**src/sv/lpfd_pkg.sv**
```systemverilog
`timescale 1ns / 1ps
`default_nettype none

package lpfd_pkg;

  // Frame parser phases
  localparam logic [2:0] PH_LEN    = 3'd0;
  localparam logic [2:0] PH_VER    = 3'd1;
  localparam logic [2:0] PH_UIDLEN = 3'd2;
  localparam logic [2:0] PH_UID    = 3'd3;
  localparam logic [2:0] PH_PLEN   = 3'd4;
  localparam logic [2:0] PH_PAY    = 3'd5;
  localparam logic [2:0] PH_SKIP   = 3'd6;

  // Result kinds
  localparam logic [1:0] KIND_UID = 2'd0;
  localparam logic [1:0] KIND_PAY = 2'd1;
  localparam logic [1:0] KIND_END = 2'd2;

  // Input opcodes
  localparam logic OP_DATA  = 1'b0;
  localparam logic OP_CLEAR = 1'b1;

  // Bytes in one length/version field
  localparam int unsigned FIELD_BYTES = 4;

  typedef struct packed {
    logic [1:0]         kind;
    logic [7:0]         out_byte;
    logic               last;
    logic signed [31:0] message_type;
    logic               truncated;
    logic [30:0]        frame_length;
  } result_t;

endpackage

`default_nettype wire

```
**src/sv/lpfd_core.sv**
```systemverilog
`timescale 1ns / 1ps
`default_nettype none

module lpfd_core (
  input  wire logic                   clk,
  input  wire logic                   rst_n,
  input  wire logic                   step,
  input  wire logic                   opcode,
  input  wire logic [7:0]             data_byte,
  input  wire logic [31:0]            protocol_version,
  output lpfd_pkg::result_t           result,
  output logic                        emit
);

  logic [2:0]  phase_r,      phase_nxt;
  logic [30:0] seen_r,       seen_nxt;
  logic [30:0] total_r,      total_nxt;
  logic [31:0] fshift_r,     fshift_nxt;
  logic [1:0]  fcount_r,     fcount_nxt;
  logic [30:0] remain_r,     remain_nxt;
  logic [31:0] type_acc_r,   type_acc_nxt;
  logic [2:0]  type_cnt_r,   type_cnt_nxt;
  logic        good_r,       good_nxt;

  logic [31:0] shifted;
  logic        fdone;
  logic [1:0]  fcount_adv;
  logic [30:0] clamped;
  logic        clr;

  always_comb begin
    shifted    = {fshift_r[23:0], data_byte};
    fdone      = (fcount_r == 2'(lpfd_pkg::FIELD_BYTES - 1));
    fcount_adv = fdone ? 2'd0 : fcount_r + 2'd1;
    clamped    = shifted[31] ? 31'd0 : shifted[30:0];

    phase_nxt    = phase_r;
    seen_nxt     = seen_r;
    total_nxt    = total_r;
    fshift_nxt   = fshift_r;
    fcount_nxt   = fcount_r;
    remain_nxt   = remain_r;
    type_acc_nxt = type_acc_r;
    type_cnt_nxt = type_cnt_r;
    good_nxt     = good_r;
    clr          = 1'b0;

    emit                = 1'b0;
    result.kind         = lpfd_pkg::KIND_UID;
    result.out_byte     = 8'd0;
    result.last         = 1'b0;
    result.message_type = '0;
    result.truncated    = 1'b0;
    result.frame_length = total_r;

    if (opcode == lpfd_pkg::OP_CLEAR) begin
      clr = 1'b1;
    end else if (phase_r == lpfd_pkg::PH_LEN) begin
      fshift_nxt = shifted;
      fcount_nxt = fcount_adv;
      if (fdone) begin
        if (shifted[31] || shifted[30:0] <= 31'(lpfd_pkg::FIELD_BYTES)) begin
          clr = 1'b1;
        end else begin
          total_nxt  = shifted[30:0];
          seen_nxt   = 31'(lpfd_pkg::FIELD_BYTES);
          fshift_nxt = '0;
          phase_nxt  = (shifted[30:0] < 31'(2 * lpfd_pkg::FIELD_BYTES)) ? lpfd_pkg::PH_SKIP
                                                                          : lpfd_pkg::PH_VER;
        end
      end
    end else begin
      seen_nxt = seen_r + 31'd1;
      case (phase_r)
        lpfd_pkg::PH_VER: begin
          fshift_nxt = shifted;
          fcount_nxt = fcount_adv;
          if (fdone) begin
            good_nxt  = (shifted == protocol_version);
            phase_nxt = (shifted == protocol_version) ? lpfd_pkg::PH_UIDLEN
                                                      : lpfd_pkg::PH_SKIP;
          end
        end
        lpfd_pkg::PH_UIDLEN: begin
          fshift_nxt = shifted;
          fcount_nxt = fcount_adv;
          if (fdone) begin
            remain_nxt = clamped;
            phase_nxt  = (clamped != 31'd0) ? lpfd_pkg::PH_UID : lpfd_pkg::PH_PLEN;
          end
        end
        lpfd_pkg::PH_UID: begin
          emit            = 1'b1;
          result.kind     = lpfd_pkg::KIND_UID;
          result.out_byte = data_byte;
          remain_nxt      = remain_r - 31'd1;
          if (remain_r == 31'd1) begin
            phase_nxt = lpfd_pkg::PH_PLEN;
          end
        end
        lpfd_pkg::PH_PLEN: begin
          fshift_nxt = shifted;
          fcount_nxt = fcount_adv;
          if (fdone) begin
            remain_nxt = clamped;
            phase_nxt  = (clamped != 31'd0) ? lpfd_pkg::PH_PAY : lpfd_pkg::PH_SKIP;
          end
        end
        lpfd_pkg::PH_PAY: begin
          emit            = 1'b1;
          result.kind     = lpfd_pkg::KIND_PAY;
          result.out_byte = data_byte;
          if (type_cnt_r < 3'(lpfd_pkg::FIELD_BYTES)) begin
            type_acc_nxt = {type_acc_r[23:0], data_byte};
            type_cnt_nxt = type_cnt_r + 3'd1;
          end
          remain_nxt = remain_r - 31'd1;
          if (remain_r == 31'd1) begin
            phase_nxt = lpfd_pkg::PH_SKIP;
          end
        end
        default: begin
        end
      endcase

      // Frame end: the length field decides, whatever the inner fields say.
      // A frame that ends on its last version byte already counts as good if the version matches.
      if (seen_nxt == total_r) begin
        if (good_nxt) begin
          if (!emit) begin
            result.kind     = lpfd_pkg::KIND_END;
            result.out_byte = 8'd0;
          end
          emit                = 1'b1;
          result.last         = 1'b1;
          result.message_type = (type_cnt_nxt == 3'(lpfd_pkg::FIELD_BYTES)) ? type_acc_nxt
                                                                             : '0;
          result.truncated    = (phase_nxt != lpfd_pkg::PH_SKIP);
        end
        clr = 1'b1;
      end
    end

    if (clr) begin
      phase_nxt    = lpfd_pkg::PH_LEN;
      seen_nxt     = '0;
      total_nxt    = '0;
      fshift_nxt   = '0;
      fcount_nxt   = '0;
      remain_nxt   = '0;
      type_acc_nxt = '0;
      type_cnt_nxt = '0;
      good_nxt     = 1'b0;
    end
  end

  always_ff @(posedge clk) begin
    if (!rst_n) begin
      phase_r    <= lpfd_pkg::PH_LEN;
      seen_r     <= '0;
      total_r    <= '0;
      fshift_r   <= '0;
      fcount_r   <= '0;
      remain_r   <= '0;
      type_acc_r <= '0;
      type_cnt_r <= '0;
      good_r     <= 1'b0;
    end else if (step) begin
      phase_r    <= phase_nxt;
      seen_r     <= seen_nxt;
      total_r    <= total_nxt;
      fshift_r   <= fshift_nxt;
      fcount_r   <= fcount_nxt;
      remain_r   <= remain_nxt;
      type_acc_r <= type_acc_nxt;
      type_cnt_r <= type_cnt_nxt;
      good_r     <= good_nxt;
    end
  end

endmodule

`default_nettype wire

```
**src/sv/lpfd_out_reg.sv**
```systemverilog
`timescale 1ns / 1ps
`default_nettype none

module lpfd_out_reg (
  input  wire logic              clk,
  input  wire logic              rst_n,
  input  wire logic              load,
  input  wire logic              emit,
  input  wire lpfd_pkg::result_t result,
  input  wire logic              out_stall,
  output logic                   out_valid,
  output lpfd_pkg::result_t      out_data
);

  logic              vld_r;
  lpfd_pkg::result_t data_r;

  always_ff @(posedge clk) begin
    if (!rst_n) begin
      vld_r <= 1'b0;
    end else if (load) begin
      vld_r <= emit;
    end else if (!out_stall) begin
      vld_r <= 1'b0;
    end
  end

  always_ff @(posedge clk) begin
    if (load) begin
      data_r <= result;
    end
  end

  assign out_valid = vld_r;
  assign out_data  = data_r;

endmodule

`default_nettype wire

```
**src/sv/length_prefixed_frame_deframer.sv**
```systemverilog
`timescale 1ns / 1ps
`default_nettype none
// Length-prefixed frame deframer.
// Input channel (in_valid / in_stall): one stream byte or a clear opcode per item.
// Output channel (out_valid / out_stall): uid and payload bytes of frames whose
// version matches cfg register; the final item of a good frame has out_last set
// with message type and truncation flag. Frames with a bad version or a short
// length field produce no items.
// cfg_wr_en / cfg_wr_data write the expected protocol version (reset value 1);
// write it only while the block is idle.
// An accepted item lands in the input register and is parsed once the output
// register can take its result, which, if any, is loaded there and raises out_valid.
// Throughput: one item per cycle when the output is free; parser state, the
// input register and the output register each advance once per cycle.
// Reset (rst_n low, synchronous): parser waits for a length field, both
// registers empty, version back to 1.
// When the receiver stalls with a result held, the input register holds its
// item and in_stall rises once it is full; nothing is lost or repeated.
module length_prefixed_frame_deframer (
  input  wire logic               clk,
  input  wire logic               rst_n,
  input  wire logic               in_valid,
  output logic                    in_stall,
  input  wire logic               in_opcode,
  input  wire logic [7:0]         in_data_byte,
  output logic                    out_valid,
  input  wire logic               out_stall,
  output logic [1:0]              out_kind,
  output logic [7:0]              out_byte,
  output logic                    out_last,
  output logic signed [31:0]      out_message_type,
  output logic                    out_truncated,
  output logic [30:0]             out_frame_length,
  input  wire logic               cfg_wr_en,
  input  wire logic [31:0]        cfg_wr_data
);

  logic              in_vld_r;
  logic              in_op_r;
  logic [7:0]        in_byte_r;
  logic [31:0]       version_r;
  logic              advance;
  logic              emit;
  lpfd_pkg::result_t result;
  lpfd_pkg::result_t out_data;

  // Parse the held item whenever the output register can take its result
  assign advance  = in_vld_r && !(out_valid && out_stall);
  assign in_stall = in_vld_r && !advance;

  always_ff @(posedge clk) begin
    if (!rst_n) begin
      in_vld_r <= 1'b0;
    end else if (!in_stall) begin
      in_vld_r <= in_valid;
    end
  end

  always_ff @(posedge clk) begin
    if (!in_stall) begin
      in_op_r   <= in_opcode;
      in_byte_r <= in_data_byte;
    end
  end

  always_ff @(posedge clk) begin
    if (!rst_n) begin
      version_r <= 32'd1;
    end else if (cfg_wr_en) begin
      version_r <= cfg_wr_data;
    end
  end

  lpfd_core u_core (
    .clk              (clk),
    .rst_n            (rst_n),
    .step             (advance),
    .opcode           (in_op_r),
    .data_byte        (in_byte_r),
    .protocol_version (version_r),
    .result           (result),
    .emit             (emit)
  );

  lpfd_out_reg u_out (
    .clk       (clk),
    .rst_n     (rst_n),
    .load      (advance),
    .emit      (emit),
    .result    (result),
    .out_stall (out_stall),
    .out_valid (out_valid),
    .out_data  (out_data)
  );

  assign out_kind         = out_data.kind;
  assign out_byte         = out_data.out_byte;
  assign out_last         = out_data.last;
  assign out_message_type = out_data.message_type;
  assign out_truncated    = out_data.truncated;
  assign out_frame_length = out_data.frame_length;

endmodule

`default_nettype wire

```
**config.mk**
```make
export PLATFORM = sky130hd
export DESIGN_NAME = length_prefixed_frame_deframer
export DESIGN_NICKNAME = d
export VERILOG_FILES = /design/src/sv/lpfd_pkg.sv /design/src/sv/lpfd_core.sv /design/src/sv/lpfd_out_reg.sv /design/src/sv/length_prefixed_frame_deframer.sv
export SDC_FILE = /design/constraint.sdc
export NUM_CORES = 1
export LEC_CHECK = 0
export BUFFER_PORTS_ARGS = -buffer_cell sky130_fd_sc_hd__buf_2
export CELL_PAD_IN_SITES_DETAIL_PLACEMENT = 0
export CELL_PAD_IN_SITES_GLOBAL_PLACEMENT = 1
export CORE_ASPECT_RATIO = 0.8
export CORE_MARGIN = 2
export CORE_UTILIZATION = 48
export CTS_BUF_LIST = sky130_fd_sc_hd__clkbuf_4
export CTS_CLUSTER_DIAMETER = 150
export DETAILED_ROUTE_END_ITERATION = 7
export GPL_TIMING_DRIVEN = 0
export PLACE_DENSITY_LB_ADDON = 0.12
export SLEW_MARGIN = 20
export SYNTH_ARGS = -nofsm -noshare
export SYNTH_HDL_FRONTEND = slang
export SYNTH_SLANG_ARGS = --single-unit
export TNS_END_PERCENT = 10
```
**constraint.sdc**
```tcl
create_clock -name clk -period 5.1 [get_ports clk]
set_input_delay 0.51 -clock clk [delete_from_list [all_inputs] [get_ports clk]]
set_output_delay 0.51 -clock clk [all_outputs]
set_load 0.01 [all_outputs]
```
After elaboration in Yosys (flattened, before gate mapping)
Cells that the tools add are included.

Divide/modulo/power cells: 0. Mux-type cells: 82. Multiply operators: 0. Reductions and logical operators: 24. Bitwise gates (word level): 3. Equal/unequal tests: 18. $add $sub $neg: 4. Shift operators: 0. $lt $le $gt $ge: 3.

Operators by type and width (count): $mux 31 (15); $mux 32 (6); $mux 24 (6); $mux 44 (2); $mux 3 (22); $pmux 31 s2 (1); $eq 32x32->1 (1); $add 31x1->31 const B (1); $eq 31x1->1 const B (1); $eq 31x31->1 (1); $le 31x3->1 const B (1); $lt 31x4->1 const B (1); $reduce_bool 31->1 (1); $sub 31x1->31 const B (1); $mux 1 (21); $pmux 9 s2 (1); $pmux 3 s5 (1); $mux 2 (6); $mux 10 (1); $reduce_and 5->1 (2); $eq 3x3->1 const B (3); $ne 2x1->1 const B (4); $eq 3x2->1 const B (2); $ne 3x1->1 const B (2); 20 further kinds (31).

Logic and storage cells: 154. Memory bits (read-only): 0. Bits in latches: 0. Bits in writable memories: 0. Register bits after elaboration: 276. Memories: 0.

Depth between registers and ports, before layout
Word-level depth: 10. Depth in mapped cells: 14. Depth with buffers taken out: 10.

Cells and area by module
From an unflattened synthesis, not the netlist that was laid out.

Cells, all modules: 1531. Area, all modules: 14005.9 µm².

Modules (own cells, without submodules): lpfd_core (cells each 1335, area an instance 10161.0 µm², sequential area each 3163.0 µm², instances 1); lpfd_out_reg (cells each 79, area an instance 2289.7 µm², sequential area each 2272.2 µm², instances 1); length_prefixed_frame_deframer (cells each 117, area an instance 1555.2 µm², sequential area each 930.9 µm², instances 1).

Worst setup path before layout
OpenSTA, ideal clock, no wires.

Path kind: input port to flip-flop. Start: input port out_stall. End: register u_core.remain_r[15]. Required time: 5.030 ns. Path buffers: 1. Setup slack: 0.792 ns. Library setup time: 0.070 ns. Cell stages on the path: 8. Arrival: 4.238 ns. Path through: nand2_1 -> nand2_1 -> clkinv_1 -> nand2_1 -> o21ai_0 -> nor3_1 -> clkbuf_1 -> o2bb2ai_1.

Longest elaborated chain between the ends: 4.

Ends and longest elaborated chain: start: declaration (RTL line length_prefixed_frame_deframer.sv:27) `input wire logic out_stall,`; $logic_and 1x1->1 (RTL line length_prefixed_frame_deframer.sv:48) `assign advance = in_vld_r && !(out_valid && out_stall);`; $logic_not 1->1 (RTL line length_prefixed_frame_deframer.sv:48); $logic_and 1x1->1 (RTL line length_prefixed_frame_deframer.sv:48); named net advance (RTL line length_prefixed_frame_deframer.sv:42) `logic advance;`; $reduce_and 5->1 (no source line); end signal: assignment (RTL line lpfd_core.sv:174) `remain_r <= remain_nxt;`; end: declaration (RTL line lpfd_core.sv:20) `logic [30:0] remain_r, remain_nxt;`.

The timed path passes the listed nets, and every way through them passes these cells. A chain may end at the register's enable or synchronous reset.

Worst setup path after layout
Start: register u_core.seen_r[19]. End: register u_core.phase_r[2].

Longest elaborated chain between the ends: 7. Elaborated cells between the ends (all ways): 10. Those cells by class: 1 x add/sub; 4 x eq/ne; 4 x mux; 1 x reduce/logical.

Ends and longest elaborated chain: start: declaration (RTL line lpfd_core.sv:16) `logic [30:0] seen_r, seen_nxt;`; start signal: assignment (RTL line lpfd_core.sv:170) `seen_r <= seen_nxt;`; $add 31x1->31 * (RTL line lpfd_core.sv:73) `seen_nxt = seen_r + 31'd1;`; $eq 31x31->1 * (RTL line lpfd_core.sv:128) `if (seen_nxt == total_r) begin`; $mux 1 * (RTL line lpfd_core.sv:128); $mux 1 * (RTL line lpfd_core.sv:58) `end else if (phase_r == lpfd_pkg::PH_LEN) begin`; $mux 1 * (RTL line lpfd_core.sv:56) `if (opcode == lpfd_pkg::OP_CLEAR) begin`; $ne 3x1->1 (no source line), or another cell as far along; $reduce_and 4->1 (no source line); end signal: assignment (RTL line lpfd_core.sv:159) `phase_r <= lpfd_pkg::PH_LEN;`; end signal: assignment (RTL line lpfd_core.sv:169) `phase_r <= phase_nxt;`; end: declaration (RTL line lpfd_core.sv:15) `logic [2:0] phase_r, phase_nxt;`.

Every way passes the cells marked *; elsewhere a longest branch is shown, timed or not.

==> results <==
- The flow ran to the end, and the final reports show no timing, DRC or antenna violations.
- The buffer cell driving the clock tree root is clkbuf_4.
- The region available for standard cell placement spans 0.0281 mm^2.
- The number of clock buffers added by TritonCTS is 72.
- The Yosys step of the flow raised 0 warnings.
- The number of synthesized flops with an enable pin is 84.
- After clock tree synthesis, the clock-pin slew on the worst setup and hold paths is 60 ps.
- The detailed-routing iteration count for the pre-antenna-repair pass is 6.
- The number of antenna violations at the first check in global routing is 2.
- The worst hold margin is 39.5 ps.
- The standby leakage power is 0.00605 uW.
- In this run the vertical extent of the chip is 155 um.
- The initialized floorplan defines 55 standard-cell rows.
- The average routed wire per standard cell is 21.0 um.
- The total vias in the final route is 12300.
- Max-cap violations in this run came to 0.
- The maximum clock path buffer count is 3.
- The number of vias per cell is 5.87.
- A synthesized cell averages 9.28 um^2.
- The final number of max-transition violations came to 0.
- The total grt overflow is 0.
- Setup repair after global routing left no endpoint under its margin.
- The count of nets after finishing is 1727.
- On the final layout, the worst clock skew is 40.4 ps.
- For this run, the total global-route usage over all layers was measured as 30.0%.
- For this design, the sink count on the clock tree is 276.
- The largest stage delay on the critical path is 870 ps.
- Once detail routing completed, the nets flagged for antenna violations numbered 0.
- After the first detailed-routing iteration, the DRC count stood at 1190.
- The count of cell types in the netlist is 72.
- Walking the worst path, the cells encountered are clkbuf_1 -> nand4_1 -> nor4_1 -> nor2_1 -> nor4_1 -> nand4_1 -> a2111o_1 -> or4_1 -> buf_2 -> a21oi_4 -> buf_2 -> o22ai_1.
- The via count of the first global-routing pass is 11700.
- The total of hold buffers inserted after clock tree synthesis is 11.
- The category of the critical setup timing path is reg2reg.
- CTS built an H-tree with a depth of 3.
- The slew at the pin closest to its max-slew limit is 1150 ps.
- The critical path endpoint category is a register.
- The half-perimeter wire length after placement is 31500 um.
- The congestion estimate from routability-driven global placement came to 0.982.
- Summing every instance area after synthesis gives 0.0136 mm^2.
- Measured on the finished design, the core utilization comes to 55.9%.
- Headroom to the max-slew limit came out at 22.6%.
- The required time of the worst setup path is 5700 ps.
- After layout, the worst path uses 94.3% of the clock period.
- The synthesized design contains 276 register bits.
- The final count of hold timing violations is 0.
- For this design the top-level I/O count stands at 123.
- The width of the die is 193 um.
- STA classifies the critical path startpoint as a register.
- The worst hold path class is in2reg.
- The number of gates resized after cts is 0.
- The highest-delay cell along the critical path is nor4_1.
- The count of input and output buffers is 121.
- Relative to the synthesized area, the layout overhead comes to 15.3%.
- After synthesis, flip-flops and latches occupy 46.6% of the total area.
- STA puts the critical path data arrival time at 5410 ps.
- Of all cell types, the one taking the most synthesized area is dfxtp_1.
- The post-CTS setup buffer count is 0.
- The most used flip-flop cell after synthesis is dfxtp_1.
- The time the worst path needs with I/O delays and setup is 4810 ps.
- Setup violations remaining at the end of the flow were counted as 0.
- Synthesis handed over a netlist of 1470 instances.
- The clock tree from TritonCTS is yes.
- The first global-routing pass estimated 68100 um of wire.
- Along the worst path, the maximum fanout reaches 10.
- Entering global routing, the biggest net connects 81 pins.
- The power per cell area is 284 mW/mm^2.
- The latest clock arrival within the worst-skew pair is 720 ps.
- The post-synth net total is 1521.
- The fmax is 208 MHz.
- The worst IR drop on VDD is 0.175 mV.
- The post-layout instance area is 0.0157 mm^2.
- The full die area is 0.0298 mm^2.
- The initial core utilization is 48.5%.
- The fraction of synthesis flops using an asynchronous set or reset pin is 0%.
- The synthesized design devotes to its leading area cell type 28.2% of total area.
- The number of remaining DRC errors is 0.
- Summing all placed instances gives a cell area of 0.0147 mm^2.
- Of the cells placed in the final design, the portion with a size suffix greater than 1 is 15.8%.
- Wires add up to 44300 um.
- In the post-synthesis netlist, the biggest area contributors are dfxtp_1 (28%), edfxtp_1 (18%), mux2i_1 (9.2%).
-- flip-flops by register name, indices dropped and copies added, names as in the netlist, 3 cells and up --
signal and flops:
u_out.out_data 75, u_core.type_acc_r 32, version_r 32, u_core.remain_r 31, u_core.seen_r 31, u_core.total_r 31, u_core.fshift_r 24, in_byte_r 8
u_core.phase_r 3, u_core.type_cnt_r 3
-- area by class of cell --
cell class / instances / area [um^2]
fillers: 2666 / 12400
inverters: 20 / 80.1
clock buffers: 103 / 773
diodes: 1 / 2.50
multi-input cells: 1051 / 6710
well taps: 370 / 463
flip-flops and latches: 276 / 6370
repair buffers: 132 / 716
clock inverters: 28 / 109
plain buffers: 123 / 518
-- routing by layer --
layer	track usage, %	wire length [um]	vias to the layer above
li1	-	-	5869
met1	43.1	20300	5890
met2	44.5	19100	496
met3	6.40	3710	86
met4	10.0	1150	0
met5	0	0	-
-- placed cells by master (no fill, tap or decap), types with 60 or more instances in the layout --
cell type,Yosys,routed
buf_2,21,142
clkbuf_1,88,88
clkbuf_4,0,103
dfxtp_1,192,192
edfxtp_1,84,84
mux2i_1,126,126
nand2_1,190,190
nand4_1,88,88
nor2_1,102,102
nor3_1,66,65
xor2_1,60,60
-- stage by stage --
stage	instances	power, uW	worst slack (ps)	setup TNS, ps
final	2104	4480	292	0
after global routing	2104	4650	22.1	0
after CTS	2103	4510	370	0
after detailed placement	1961	2640	385	0
after global placement	1961	2640	-1610	-54720
after floorplan	1470	2530	792	0
-- worst max-delay path, delay by kind of cell (launching register included) --
kind                   cells  cell delay, ps
AO/OA/AOI/OAI              3             990
AND/OR/NAND/NOR            6            2350
buffers and inverters      3            1040
flip-flops                 1             310
-- cells in the mapped netlist, types with 16 or more instances --
| cell type | number |
|---|---|
| nand4_1 | 88 |
| buf_2 | 21 |
| nor4_1 | 41 |
| and3_1 | 27 |
| dfxtp_1 | 192 |
| a22oi_1 | 17 |
| edfxtp_1 | 84 |
| o2bb2ai_1 | 21 |
| inv_1 | 18 |
| nor3_1 | 66 |
| nand3_1 | 32 |
| xor2_1 | 60 |
| xnor2_1 | 39 |
| nand2_1 | 190 |
| o21ai_0 | 35 |
| nor2_1 | 102 |
| clkbuf_1 | 88 |
| mux2i_1 | 126 |
| a31oi_1 | 16 |
| a21oi_1 | 58 |
-- cells by family (layout without fill, tap and decap cells) --
logic type / after synthesis / after routing / synth area share, %
and+or+nand+nor: 596 / 596 / 21.7
muxes: 126 / 126 / 9.24
buffers and inverters: 143 / 406 / 4.35
AOI/OAI and AO/OA: 224 / 224 / 11.2
DFF: 276 / 276 / 46.6
other: 0 / 1 / 0
xor gates and xnor gates: 99 / 99 / 6.35
adders and majority gates: 6 / 6 / 0.532
-- report_power, final --
group | internal [uW] | switching (uW) | total (uW)
logic | 95.5 | 186 | 281
clock network | 935 | 941 | 1880
registers | 2290 | 27.2 | 2320
-- worst paths after layout --
path / start / to / slack, ps / cells past startpoint
max reg2reg: u_core.seen_r[19] / u_core.phase_r[2] / 290 / 12
min: cfg_wr_data[3] / version_r[3] / 40 / 3
min reg2reg: u_core.remain_r[29] / u_core.remain_r[29] / 460 / 1
max: u_core.seen_r[19] / u_core.phase_r[2] / 290 / 12
No activity file was read; power rests on OpenSTA's default activity.
